--- src/rtl/core/ksrmp_ram.sv ---
`timescale 1ns / 1ps
// Generic single-write, single-read RAM with a registered read port.
// Stand-alone; no package dependency.
module ksrmp_ram #(
  parameter int WIDTH = 17,
  parameter int DEPTH = 128
) (
  input  logic                     clk,
  input  logic                     we,
  input  logic [$clog2(DEPTH)-1:0] waddr,
  input  logic [WIDTH-1:0]         wdata,
  input  logic [$clog2(DEPTH)-1:0] raddr,
  output logic [WIDTH-1:0]         rdata
);

  logic [WIDTH-1:0] mem [DEPTH];

  always_ff @(posedge clk) begin
    if (we) begin
      mem[waddr] <= wdata;
    end
    rdata <= mem[raddr];
  end

endmodule

--- config.mk ---
export PLATFORM = sky130hd
export DESIGN_NAME = ksrmp_ram
export DESIGN_NICKNAME = d
export VERILOG_FILES = /design/src/rtl/core/ksrmp_ram.sv
export SDC_FILE = /design/constraint.sdc
export NUM_CORES = 2
export LEC_CHECK = 0
export ABC_AREA = 0
export BUFFER_PORTS_ARGS = -buffer_cell sky130_fd_sc_hd__buf_4
export CAP_MARGIN = 25
export CORE_MARGIN = 4
export CORE_UTILIZATION = 65
export DETAILED_ROUTE_END_ITERATION = 16
export GPL_TIMING_DRIVEN = 0
export PLACE_DENSITY_LB_ADDON = 0.3
export SYNTH_ARGS = -nofsm -noshare
export SYNTH_HDL_FRONTEND = slang
export SYNTH_SLANG_ARGS = --single-unit
--- constraint.sdc ---
create_clock -name clk -period 5.15 [get_ports clk]
set_input_delay 1.03 -clock clk [delete_from_list [all_inputs] [get_ports clk]]
set_output_delay 1.03 -clock clk [all_outputs]
set_load 0.1 [all_outputs]
# ---- After elaboration in Yosys (flattened, before gate mapping)
# Memories as Yosys holds them, arrays and structs flattened. A register that Yosys moved wholly into a read port is not among the register bits.
# Cells that the tools add are included.
dict set report word_totals {
  ramBits 2176
  out_inout_bits 17
  elab_cells 3
  memories 1
  regBits 0
  input_bits 33
}
# memory words word_bits rd rd_ports_with_merged_regs wr line
set mem_list {}
lappend mem_list {mem 128 17 1 1 1 16} ;# logic [WIDTH-1:0] mem [DEPTH];
dict set report op_classes {
  mux 2
}
# cell n
set op_table {}
lappend op_table {{$mux 1} 2}

# ---- Longest topological paths before layout
dict set report depth {
  ltp_word 2
  depth_mapped 8
  mapped_depth_nobuf 4
}

# ---- Worst setup path before layout
# Ideal clock, no wire load.
dict set report synth_timing {
  kind {input to register}
  from {input port raddr[2]}
  to {register rdata[0], read port of mem}
  path_slack_ns 1.438
  setup_time_ns 0.121
  path_buffers 4
  arrival_ns 3.591
  stages 8
  required_ns 5.029
  path_cell_list {clkbuf_1 clkbuf_1 clkbuf_1 clkbuf_1 mux4_2 mux4_2 mux4_2 mux2_2}
}
# item line
set synth_lines {}
lappend synth_lines {{start: declaration} 12} ;# input logic [$clog2(DEPTH)-1:0] raddr,
lappend synth_lines {{end: declaration} 13} ;# output logic [WIDTH-1:0] rdata

==> results.json <==
{
  "cts_sinks": 2193,
  "wl_per_cell_um": 42.7,
  "cap_violations": 0,
  "overflow": 0,
  "initial_utilization_pct": 65.4,
  "post_drt_via_cell_ratio": 7.51,
  "status": "finished, final reports clean",
  "dieArea_sq_um": 134000,
  "pre_cts_ws_ps": -797,
  "p_per_area_nw_per_um2": 392,
  "fin_tns_setup_ps": 0,
  "ys_warn_count": 0,
  "finalSetupViolCount": 0,
  "die_y_um": 366,
  "path_class": "in -> reg",
  "grt_pass1_vias": 42051,
  "crit_required_ps": 5870,
  "grt_pass1_wl_um": 332000,
  "grt_max_degree": 101,
  "first_iter_violations": 8581,
  "total_leakage_power_nw": 29.5,
  "period_share_pct": 98.0,
  "dr.pass1.iters": 8,
  "io_buffers": 38,
  "num_vias": 41529,
  "row_count": 131,
  "crit_path_top_delay_cell": "clkbuf_1",
  "cts_htree_levels": 4,
  "drive_gt1_share_pct": 35.7,
  "cts_setup_buffers": 0,
  "maxSlewViolCount": 0,
  "finalWorstPathRequiredPeriod_ps": 5050,
  "synth_area_sq_um": 83400,
  "synthCells": 3269,
  "ir_drop_mv": 0.391,
  "avgSynthCellArea_sq_um": 25.5,
  "cts_buffer_depth": 3,
  "io_pins": 50,
  "fmax_mhz": 198,
  "worstPathBufferInverterCount": 4,
  "worst_clock_skew_ps": 35.2,
  "ant_nets": 0,
  "start_kind": "input pin",
  "critPathMaxStageDelay_ps": 840,
  "rsz0062_at_grt": "no",
  "cts_root_buffer": "clkbuf_16",
  "power_mw": 37.3,
  "cp_max_fo": 12,
  "postPlaceCellArea_sq_um": 88200,
  "antenna_found_initial": 29,
  "clkLatencyLatePin_ps": 860,
  "areaGrowthSynthToFinish_pct": 14.2,
  "ys_ff_latch": 2193,
  "die_x_um": 366,
  "synth_nets": 3302,
  "dpl.hpwl_um": 139000,
  "numCtsBuffers": 203,
  "finalCoreUtilization_pct": 74.7,
  "core_area_sq_um": 128000,
  "worstMarginPinSlew_ps": 1300,
  "critPathCaptureType": "register",
  "nets": 3708,
  "place_congestion": 1.00,
  "grt_use_total_pct": 35.9,
  "hold_violations": 0,
  "hp-class": "in -> reg",
  "crit_arrival_ps": 5770,
  "drc_errors": 0,
  "ys_seq_area_share_pct": 78.7,
  "post-route-cell-area_sq_um": 95200,
  "synth_cell_type_count": 17,
  "cp_top_family": "buffers and inverters",
  "clk_pin_slew_ps": 70,
  "setup_ws_ps": 101,
  "worstPathCellList": "clkbuf_1 > clkbuf_1 > clkbuf_2 > clkbuf_1 > mux4_2 > mux4_2 > mux4_2 > mux2_2",
  "slew_headroom_pct": 13.1,
  "cts_tree": "yes",
  "drt_wl_total_um": 236000
}
power by group:
| part | leakage, nW | internal [mW] | switching, mW |
|---|---|---|---|
| clock network | 3.25 | 8.49 | 6.76 |
| registers | 19.7 | 19.7 | 0.0699 |
| logic | 6.53 | 0.800 | 1.49 |
sequential cells by signal, indices dropped and copies added, names as in the netlist:
signal / cells
mem: 2176
rdata: 17
layout by cell type (no fill, tap or decap), types with 2 or more instances in the layout:
master / synthesis / routed
clkinv_16: 0 / 2
clkinv_4: 0 / 4
inv_6: 0 / 7
nor2b_1: 7 / 7
clkinv_1: 0 / 46
bufinv_16: 0 / 22
nand2b_1: 2 / 2
nand4_1: 3 / 3
clkinv_2: 0 / 44
buf_16: 0 / 28
diode_2: 0 / 16
buf_6: 2 / 24
mux4_2: 714 / 714
clkinv_8: 0 / 3
nor2_2: 0 / 84
nand2_1: 14 / 14
buf_1: 17 / 17
dfxtp_1: 17 / 17
nand3_1: 12 / 12
nor2_1: 122 / 38
clkinvlp_4: 0 / 8
clkbuf_2: 0 / 2
clkbuf_16: 0 / 207
buf_2: 32 / 32
clkbuf_1: 111 / 143
buf_4: 13 / 80
mux2_2: 17 / 17
buf_8: 0 / 82
nor3_2: 0 / 9
edfxtp_1: 2176 / 2176
buf_12: 0 / 2
cell usage after synthesis:
library cell	n	area (sq um)
edfxtp_1	2176	65300
mux4_2	714	16100
nor2_1	122	458
clkbuf_1	111	417
buf_2	32	160
buf_1	17	63.8
dfxtp_1	17	340
mux2_2	17	191
nand2_1	14	52.6
buf_4	13	97.6
nand3_1	12	60.1
nor3_1	9	45.0
nor2b_1	7	43.8
nand4_1	3	18.8
buf_6	2	22.5
nand2b_1	2	12.5
or3_1	1	6.26
metal layers:
| layer | up-vias | part of all wire [%] | track usage (%) |
|---|---|---|---|
| met2 | 4014 | 48 | 56.1 |
| met4 | 24 | 5.8 | 16.2 |
| met5 | - | 0.16 | 0.617 |
| met3 | 804 | 14 | 11.9 |
| met1 | 21578 | 31 | 46.9 |
| li1 | 15109 | - | - |
logic make-up (layout without fill, tap and decap cells):
group	after synthesis	in the layout	synth area share (%)
AND/OR/NAND/NOR	170	170	0.836
other	0	16	0
flip-flops	2193	2193	78.7
buffers and inverters	175	755	0.912
multiplexers	731	731	19.5
final timing paths:
path / startpoint / to / cells past startpoint / slack (ps)
worst min-delay path: wdata[16] / mem[74][16]$_DFFE_PP_ / 1 / 680
worst max register to register: mem[88][7]$_DFFE_PP_ / rdata[7]$_DFF_P_ / 4 / 2510
worst min register to register: mem[60][2]$_DFFE_PP_ / rdata[2]$_DFF_P_ / 4 / 1190
worst max-delay path: raddr[2] / rdata[4]$_DFF_P_ / 8 / 100
layout make-up:
| class | count | area (sq um) |
|---|---|---|
| Clock buffer | 241 | 5310 |
| Timing Repair Buffer | 201 | 2790 |
| Antenna cell | 16 | 40.0 |
| Fill cell | 6061 | 32300 |
| Tap cell | 1662 | 2080 |
| Multi-Input combinational cell | 901 | 17200 |
| Buffer | 175 | 763 |
| Sequential cell | 2193 | 65700 |
| Clock inverter | 138 | 1350 |
metrics by stage:
stage,std cells,hold WS (ps)
5_1_grt,5518,661
6_report,5527,680
3_3_place_gp,4969,1150
3_5_place_dp,5110,1150
4_1_cts,5489,635
2_1_floorplan,3269,1070
repair_timing:
item | in CTS | in global routing
setup endpoints to repair | 1 | 0
hold buffers | 0 | 0
gates resized for setup | 1 | 0
Note: power is estimated with default switching activity, not from simulation.
