## src/rtl/core/ksrmp_pkg.sv

```systemverilog
`timescale 1ns / 1ps
// Shared types and constants for the k-step recurrence matrix power block.
// Used by the cell chain, the top level and the checker; depends on nothing.
package ksrmp_pkg;

  localparam int VAL_W = 17;
  localparam int MOD_W = VAL_W + 1;
  localparam int ORDER_W = 3;
  localparam int ORDER_LIMIT_DEF = 7;
  localparam int INDEX_WIDTH_DEF = 48;
  localparam logic [VAL_W-1:0] MODULUS_RESET = 17'd100007;

  // One product term travelling down the chain of modular multiply cells.
  typedef struct packed {
    logic             vld;
    logic             first;
    logic             last;
    logic [VAL_W-1:0] r;
    logic [VAL_W-1:0] x;
    logic [VAL_W-1:0] y;
  } cell_data_t;

  typedef enum logic [2:0] {
    ST_IDLE,
    ST_INIT,
    ST_NEXT,
    ST_ISSUE,
    ST_DRAIN,
    ST_DONE
  } state_t;

  typedef enum logic [1:0] {
    OP_MUL,
    OP_SQR,
    OP_SUM
  } op_t;

  // Order reduced by the order limit with at most four subtractions.
  function automatic logic [ORDER_W-1:0] reduce_order(input logic [ORDER_W-1:0] b,
                                                      input int limit);
    logic [ORDER_W-1:0] v;
    v = b;
    for (int i = 0; i < 4; i++) begin
      if (int'(v) >= limit) begin
        v = ORDER_W'(int'(v) - limit);
      end
    end
    return v;
  endfunction

endpackage

```

## src/rtl/core/ksrmp_cell.sv

```systemverilog
`timescale 1ns / 1ps
// One step of an interleaved modular multiply: r = (2r + y_msb * x) mod m.
// Depends on ksrmp_pkg for the cell data type.
module ksrmp_cell (
  input  logic                          clk,
  input  logic                          rst,
  input  logic [ksrmp_pkg::MOD_W-1:0]   mod_eff,
  input  ksrmp_pkg::cell_data_t         d_in,
  output ksrmp_pkg::cell_data_t         d_out
);
  import ksrmp_pkg::*;

  logic [VAL_W+1:0] t;
  logic [VAL_W+1:0] m1;
  logic [VAL_W+1:0] m2;
  logic [VAL_W+1:0] t_red;

  assign m1 = {1'b0, mod_eff};
  assign m2 = {mod_eff, 1'b0};

  // Since r < m and x < m, the sum stays below 3m and two compares suffice.
  always_comb begin
    t = {1'b0, d_in.r, 1'b0} + (d_in.y[VAL_W-1] ? {2'b0, d_in.x} : '0);
    if (t >= m2) begin
      t_red = t - m2;
    end else if (t >= m1) begin
      t_red = t - m1;
    end else begin
      t_red = t;
    end
  end

  always_ff @(posedge clk) begin
    if (rst) begin
      d_out.vld <= 1'b0;
    end else begin
      d_out.vld <= d_in.vld;
    end
    d_out.first <= d_in.first;
    d_out.last  <= d_in.last;
    d_out.r     <= t_red[VAL_W-1:0];
    d_out.x     <= d_in.x;
    d_out.y     <= {d_in.y[VAL_W-2:0], 1'b0};
  end

endmodule

```

## src/rtl/core/ksrmp_chain.sv

```systemverilog
`timescale 1ns / 1ps
// Row of modular multiply cells, one per multiplier bit, and the modular
// accumulator behind it. Depends on ksrmp_pkg and ksrmp_cell.
module ksrmp_chain (
  input  logic                          clk,
  input  logic                          rst,
  input  logic [ksrmp_pkg::MOD_W-1:0]   mod_eff,
  input  ksrmp_pkg::cell_data_t         d_in,
  output logic                          res_valid,
  output logic [ksrmp_pkg::VAL_W-1:0]   res_value
);
  import ksrmp_pkg::*;

  cell_data_t       stage [VAL_W+1];
  logic [MOD_W-1:0] s_raw;
  logic [MOD_W-1:0] s_red;
  logic [VAL_W-1:0] acc;

  assign stage[0] = d_in;

  for (genvar i = 0; i < VAL_W; i++) begin : g_cell
    ksrmp_cell u_cell (
      .clk     (clk),
      .rst     (rst),
      .mod_eff (mod_eff),
      .d_in    (stage[i]),
      .d_out   (stage[i+1])
    );
  end

  always_comb begin
    s_raw = (stage[VAL_W].first ? '0 : {1'b0, acc}) + {1'b0, stage[VAL_W].r};
    s_red = (s_raw >= mod_eff) ? s_raw - mod_eff : s_raw;
  end

  always_ff @(posedge clk) begin
    if (rst) begin
      res_valid <= 1'b0;
    end else begin
      res_valid <= stage[VAL_W].vld && stage[VAL_W].last;
    end
    if (stage[VAL_W].vld) begin
      acc <= s_red[VAL_W-1:0];
    end
    res_value <= s_red[VAL_W-1:0];
  end

endmodule

```

## config.mk

```make
export PLATFORM = sky130hd
export DESIGN_NAME = ksrmp_chain
export DESIGN_NICKNAME = d
export VERILOG_FILES = /design/src/rtl/core/ksrmp_pkg.sv /design/src/rtl/core/ksrmp_cell.sv /design/src/rtl/core/ksrmp_chain.sv
export SDC_FILE = /design/constraint.sdc
export NUM_CORES = 2
export LEC_CHECK = 0
export ABC_CLOCK_PERIOD_IN_PS = 12100
export BUFFER_PORTS_ARGS = -buffer_cell sky130_fd_sc_hd__buf_2
export CORE_AREA = 2 2 461 463
export DETAILED_ROUTE_END_ITERATION = 6
export DIE_AREA = 0 0 463 465
export PLACE_DENSITY = 0.46
export SKIP_LAST_GASP = 1
export SLEW_MARGIN = 20
export SYNTH_ARGS = -nofsm -noshare
export SYNTH_HDL_FRONTEND = slang
export SYNTH_SLANG_ARGS = --single-unit
export TNS_END_PERCENT = 50
```

## constraint.sdc

```tcl
create_clock -name clk -period 12.1 [get_ports clk]
set_input_delay 1.21 -clock clk [delete_from_list [all_inputs] [get_ports clk]]
set_output_delay 1.21 -clock clk [all_outputs]
set_load 0.01 [all_outputs]
```

Word level (Yosys, flattened, before mapping)

Index checks and enable logic that the tools add are counted.

Add/subtract/negate cells: 53
Multiplexer cells: 53
Order comparisons: 35
Reduce and logical (&&, ||, !) cells: 1

Operator list:

| cell                | number |
|---|---|
| $mux W17            | 53 |
| $sub A17 B17 Y17    | 35 |
| $add A18 B17 Y19    | 17 |
| $ge A19 B18 Y1      | 17 |
| $ge A19 B19 Y1      | 17 |
| $add A17 B17 Y18    | 1 |
| $ge A18 B18 Y1      | 1 |
| $logic_and A1 B1 Y1 | 1 |

Input bits: 74
Logic and storage cells: 245
Output and inout port bits: 18
Register bits: 783

Longest topological paths before layout

Depth in word-level cells: 5
Mapped depth: 23
Depth with buffers taken out: 21

By module

A second synthesis with hierarchy kept.

Cell total of the unflattened synthesis: 8,592
Area total of the unflattened synthesis: 74,865.6 um^2

By module, submodules not included:

| module                              | sequential area each (um^2) | cells each | times used | area an instance (um^2) |
|---|---|---|---|---|
| ksrmp_cell at g_cell[12].u_cell ... | 1,061.0                     | 489        | 9          | 4,241.6 |
| ksrmp_cell at g_cell[0].u_cell ...  | 1,061.0                     | 482        | 5          | 4,232.8 |
| ksrmp_cell at g_cell[1].u_cell      | 1,061.0                     | 488        | 1          | 4,227.8 |
| ksrmp_cell at g_cell[9].u_cell      | 1,061.0                     | 482        | 1          | 4,212.8 |
| ksrmp_cell at g_cell[14].u_cell     | 1,061.0                     | 463        | 1          | 4,018.9 |
| ksrmp_chain                         | 870.8                       | 348        | 1          | 3,067.9 |

Worst setup path before layout

OpenSTA, ideal clock, no wires.

Kind: input to register
Start: in mod_eff[1] (netlist name)
End: reg g_cell[3].u_cell.d_out[43] (netlist name)
Cell stages on the path: 12
Library setup time: 0.122 ns
Arrival: 5.856 ns
Data required time: 11.978 ns
Setup slack: 6.122 ns
Path buffers: 1
Cells stage by stage: inv_1 ha_1 nor2b_1 o31a_1 o31a_1 a211o_1 nor4b_1 o21ai_0 a211oi_2 buf_4 inv_1 a311o_1

Cells in the longest elaborated chain, start to end: 3
Elaborated cells between the ends (all ways): 6
Those cells by class: add/sub: 2; order compare: 2; mux: 2

RTL lines:

| element                                                   | RTL line                           | RTL |
|---|---|---|
| from (decl)                                               | ksrmp_chain.sv:7                   | `input logic [ksrmp_pkg::MOD_W-1:0] mod_eff,` |
| $sub A17 B17 Y17 / $ge A19 B18 Y1 (equally long branches) | ksrmp_cell.sv:27, ksrmp_cell.sv:26 |  |
| $mux W17                                                  | ksrmp_cell.sv:26                   | `end else if (t >= m1) begin` |
| $mux W17 (*)                                              | ksrmp_cell.sv:24                   | `if (t >= m2) begin` |
| via g_cell[3].u_cell.t_red[9]                             | ksrmp_cell.sv:16                   | `logic [VAL_W+1:0] t_red;` |
| to (decl)                                                 | ksrmp_cell.sv:9                    | `output ksrmp_pkg::cell_data_t d_out` |

The timed path passes the listed nets; every way through them passes the cells marked *.
A chain may end at the register's enable or synchronous reset.

Worst setup path after layout

Start: reg g_cell[12].u_cell.d_out[16] (netlist name)
End: reg g_cell[13].u_cell.d_out[34] (netlist name)

Cells in the longest elaborated chain, start to end: 5
Elaborated cells between the ends (all ways): 8
Those cells by class: add/sub: 3; order compare: 2; mux: 3

RTL lines:

| element                                                   | RTL line                           | RTL |
|---|---|---|
| from (decl)                                               | ksrmp_cell.sv:9                    |  |
| $mux W17 (*)                                              | ksrmp_cell.sv:23                   | `t = {1'b0, d_in.r, 1'b0} + (d_in.y[VAL_W-1] ? {2'b0, d_in.x} : '0);` |
| $add A18 B17 Y19 (*)                                      | ksrmp_cell.sv:23                   |  |
| $sub A17 B17 Y17 / $ge A19 B18 Y1 (equally long branches) | ksrmp_cell.sv:27, ksrmp_cell.sv:26 |  |
| $mux W17                                                  | ksrmp_cell.sv:26                   |  |
| $mux W17 (*)                                              | ksrmp_cell.sv:24                   |  |
| via g_cell[13].u_cell.t_red[0]                            | ksrmp_cell.sv:16                   |  |
| to (decl)                                                 | ksrmp_cell.sv:9                    |  |

Marked as above.

==> results.sh <==
export IMPL_cts_made_buffers=100
export IMPL_startpoint_type="flop"
export IMPL_mostFrequentLayoutCell="ha_1"
export IMPL_ys_ff_latch=783
export IMPL_die_h_um=465
export IMPL_core_um2=211000
export IMPL_status="complete, no violations"
export IMPL_synth_area_per_cell_um2=8.59
export IMPL_grt_max_degree=38
export IMPL_ys_types=91
export IMPL_die_area_um2=215000
export IMPL_drtIter0Drc=2948
export IMPL_pre_cts_slack_ps=5940
export IMPL_crit_fanout=29
export IMPL_crit_slowest_cell="a2111oi_0"
export IMPL_setup_viol=0
export IMPL_antenna_found_initial=4
export IMPL_netlist_area_um2=62800
export IMPL_hpwl_um=151000
export IMPL_period_minus_slack_ps=5660
export IMPL_hold_path_end="g_cell[2].u_cell.d_out[16]"
export IMPL_cpMostUsedCell="ha_1"
export IMPL_place_area_um2=66800
export IMPL_tightest_slew_ps=1050
export IMPL_drt_wl_total_um=195000
export IMPL_cts_sinks=783
export IMPL_num_vias=53200
export IMPL_wire_per_inst_um=18.8
export IMPL_cts_root_buf="clkbuf_16"
export IMPL_io_pins=92
export IMPL_maxCapViolCount=0
export IMPL_hold_path_class="flop to flop"
export IMPL_cts_resized=0
export IMPL_final_cell_mix="ha_1, dfxtp_1, a21oi_1"
export IMPL_synthFlopType="dfxtp_1"
export IMPL_design_final_nets=8489
export IMPL_antenna_left=0
export IMPL_crit_type="flop to flop"
export IMPL_area_growth_pct=12.4
export IMPL_max_slew_margin_rel=0.301
export IMPL_io_buffers=91
export IMPL_dieWidth_um=463
export IMPL_ys_seq_area_frac=0.252
export IMPL_place_gp_congestion=0.875
export IMPL_ctsHtreeMaxLevel=3
export IMPL_path_clk_slew_ps=60
export IMPL_worst_r2r_cell_count=18
export IMPL_holdPathStages=0
export IMPL_fin_ws_ps=6440
export IMPL_finClkSkew_ps=39.1
export IMPL_finalSetupTns_ps=0
export IMPL_synthTopCellsByArea="dfxtp_1, ha_1, xnor2_1"
export IMPL_rows=169
export IMPL_r2r_start="g_cell[12].u_cell.d_out[16]"
export IMPL_worst_setup_path_end_kind="flop"
export IMPL_maxSlewViolCount=0
export IMPL_grt_pass1_vias=52200
export IMPL_clockBufferDepth=3
export IMPL_max_stage_delay_ps=790
export IMPL_grt_pass1_wl_um=301000
export IMPL_crit_arrival_ps=6300
export IMPL_start_util=0.298
export IMPL_nFillCells=22100
export IMPL_hold_buffers=0
export IMPL_timing_final_crit_share=0.468
export IMPL_drc=0
export IMPL_firstDrtPassIters=5
export IMPL_grt_setup_unrepaired="false"
export IMPL_post_cts_buffers=0
export IMPL_drive_above_1_share=0.0591
export IMPL_yosys_warnings=0
export IMPL_grt_overflow=0
export IMPL_cp_num_buf_inv=0
export IMPL_insertion_delay_ps=750
export IMPL_hold_violations=0
export IMPL_syn_num_nets=8351
export IMPL_tritoncts="built"
export IMPL_async_flop_share=0
export IMPL_synthCells=7305
export IMPL_required_ps=12730
export IMPL_r2r_end="g_cell[13].u_cell.d_out[34]"
export IMPL_crit_family="compound AO/OA/AOI/OAI gates"
export IMPL_yosysTopAreaCell="dfxtp_1"
export IMPL_finish_utilization=0.335
export IMPL_design_area_um2=70600
export IMPL_fmax_ghz=0.177
export IMPL_worstPathCellList="and2_1 > ha_1 > fa_1 > a211o_1 > a2111oi_0 > o211ai_1 > a31oi_1 > nor2b_1 > nor2_1 > xnor2_1 > ha_1 > nand4_1 > nor3_1 > a221o_1 > o31ai_1 > or3b_2 > nand2_1 > mux2i_1"
export IMPL_viasPerCell=5.14
export IMPL_gr_usage_all_layers=0.176
export IMPL_rrSetupSlack_ps=6440
export IMPL_min_delay_start="g_cell[1].u_cell.d_out[15]"
export IMPL_synth_top_area_frac=0.244
export IMPL_synth_edf_count=17
Yosys cell counts (20+ instances only):
master    number
a211o_1       21
a211oi_1      88
a21o_1       297
a21oi_1      644
a221o_1       20
a221oi_1      24
a31oi_1       74
and2_1       288
and3_1        68
and4_1        20
buf_2         21
clkbuf_1      81
dfxtp_1      766
fa_1          53
ha_1         919
inv_1        252
mux2i_1      240
nand2_1      435
nand2b_1      83
nand3_1      169
nand4_1       77
nor2_1       489
nor2b_1      130
nor3_1       147
nor4_1        21
o211ai_1      51
o21a_1       155
o21ai_0      465
o21bai_1      90
o221ai_1      32
o31a_1        29
o31ai_1       41
or2_2         21
or3_1         34
xnor2_1      455
xor2_1       222
worst max-delay path by stage:
stage	slack [ps]	start	depth (start not counted)	endpoint
2_1_floorplan	6120	mod_eff[1]	12	g_cell[3].u_cell.d_out[43]
3_3_place_gp	5690	d_in[16]	18	g_cell[0].u_cell.d_out[40]
3_5_place_dp	5940	d_in[16]	18	g_cell[0].u_cell.d_out[40]
5_1_grt	5950	g_cell[12].u_cell.d_out[16]	18	g_cell[13].u_cell.d_out[36]
4_1_cts	6450	g_cell[14].u_cell.d_out[16]	18	g_cell[15].u_cell.d_out[49]
6_report	6440	g_cell[12].u_cell.d_out[16]	18	g_cell[13].u_cell.d_out[34]
final cells by class:
| cell class | instances | area [µm²] | area share |
|---|---|---|---|
| Multi-Input combinational cell | 6158 | 45600 | 0.647 |
| Clock inverter | 71 | 1080 | 0.0153 |
| Antenna cell | 3 | 7.51 | 0.000106 |
| Clock buffer | 116 | 2640 | 0.0374 |
| Sequential cell | 783 | 15800 | 0.224 |
| Tap cell | 2821 | 3530 | 0.0500 |
| Inverter | 252 | 957 | 0.0136 |
| Timing Repair Buffer | 148 | 890 | 0.0126 |
registers in the layout (all words and copies together), names as in the netlist:
signal               flops
res_value               17
acc                     17
res_valid                1
g_cell.u_cell.d_out    748
per-layer routing:
layer | GRT usage | up-vias | wire length, µm
met5 | 0 | - | 0
met4 | 0.0495 | 0 | 5110
li1 | - | 27100 | -
met2 | 0.303 | 946 | 91200
met1 | 0.231 | 24900 | 91500
met3 | 0.0183 | 245 | 7010
metrics by stage:
step | std cells | hold slack (ps)
final | 10400 | 320
after global routing | 10300 | 326
after CTS | 10300 | 322
after detailed placement | 10200 | 312
after global placement | 10200 | 311
after floorplan | 7305 | 310
worst register-to-register path: stages (launching register included):
cell	delay (ps)
dfxtp_1	430
and2_1	200
ha_1	210
fa_1	430
a211o_1	310
a2111oi_0	790
o211ai_1	250
a31oi_1	250
nor2b_1	70
nor2_1	130
xnor2_1	240
ha_1	350
nand4_1	110
nor3_1	60
a221o_1	310
o31ai_1	200
or3b_2	760
nand2_1	250
mux2i_1	230
cells by family (layout without fill, tap and decap cells):
group,after synthesis,in the layout,share of synthesized area
AND/OR/NAND/NOR,2023,2023,0.161
multiplexers,259,259,0.0417
buffers and inverters,364,587,0.0227
adder cells (fa/ha/maj),972,972,0.200
flip-flops,783,783,0.252
other,0,3,0
XOR/XNOR,677,677,0.0945
AO/OA/AOI/OAI,2227,2227,0.228
Power is left out: the tool's default activity adds up to more than one toggle a clock period on the data nets, which glitch-free logic cannot reach.
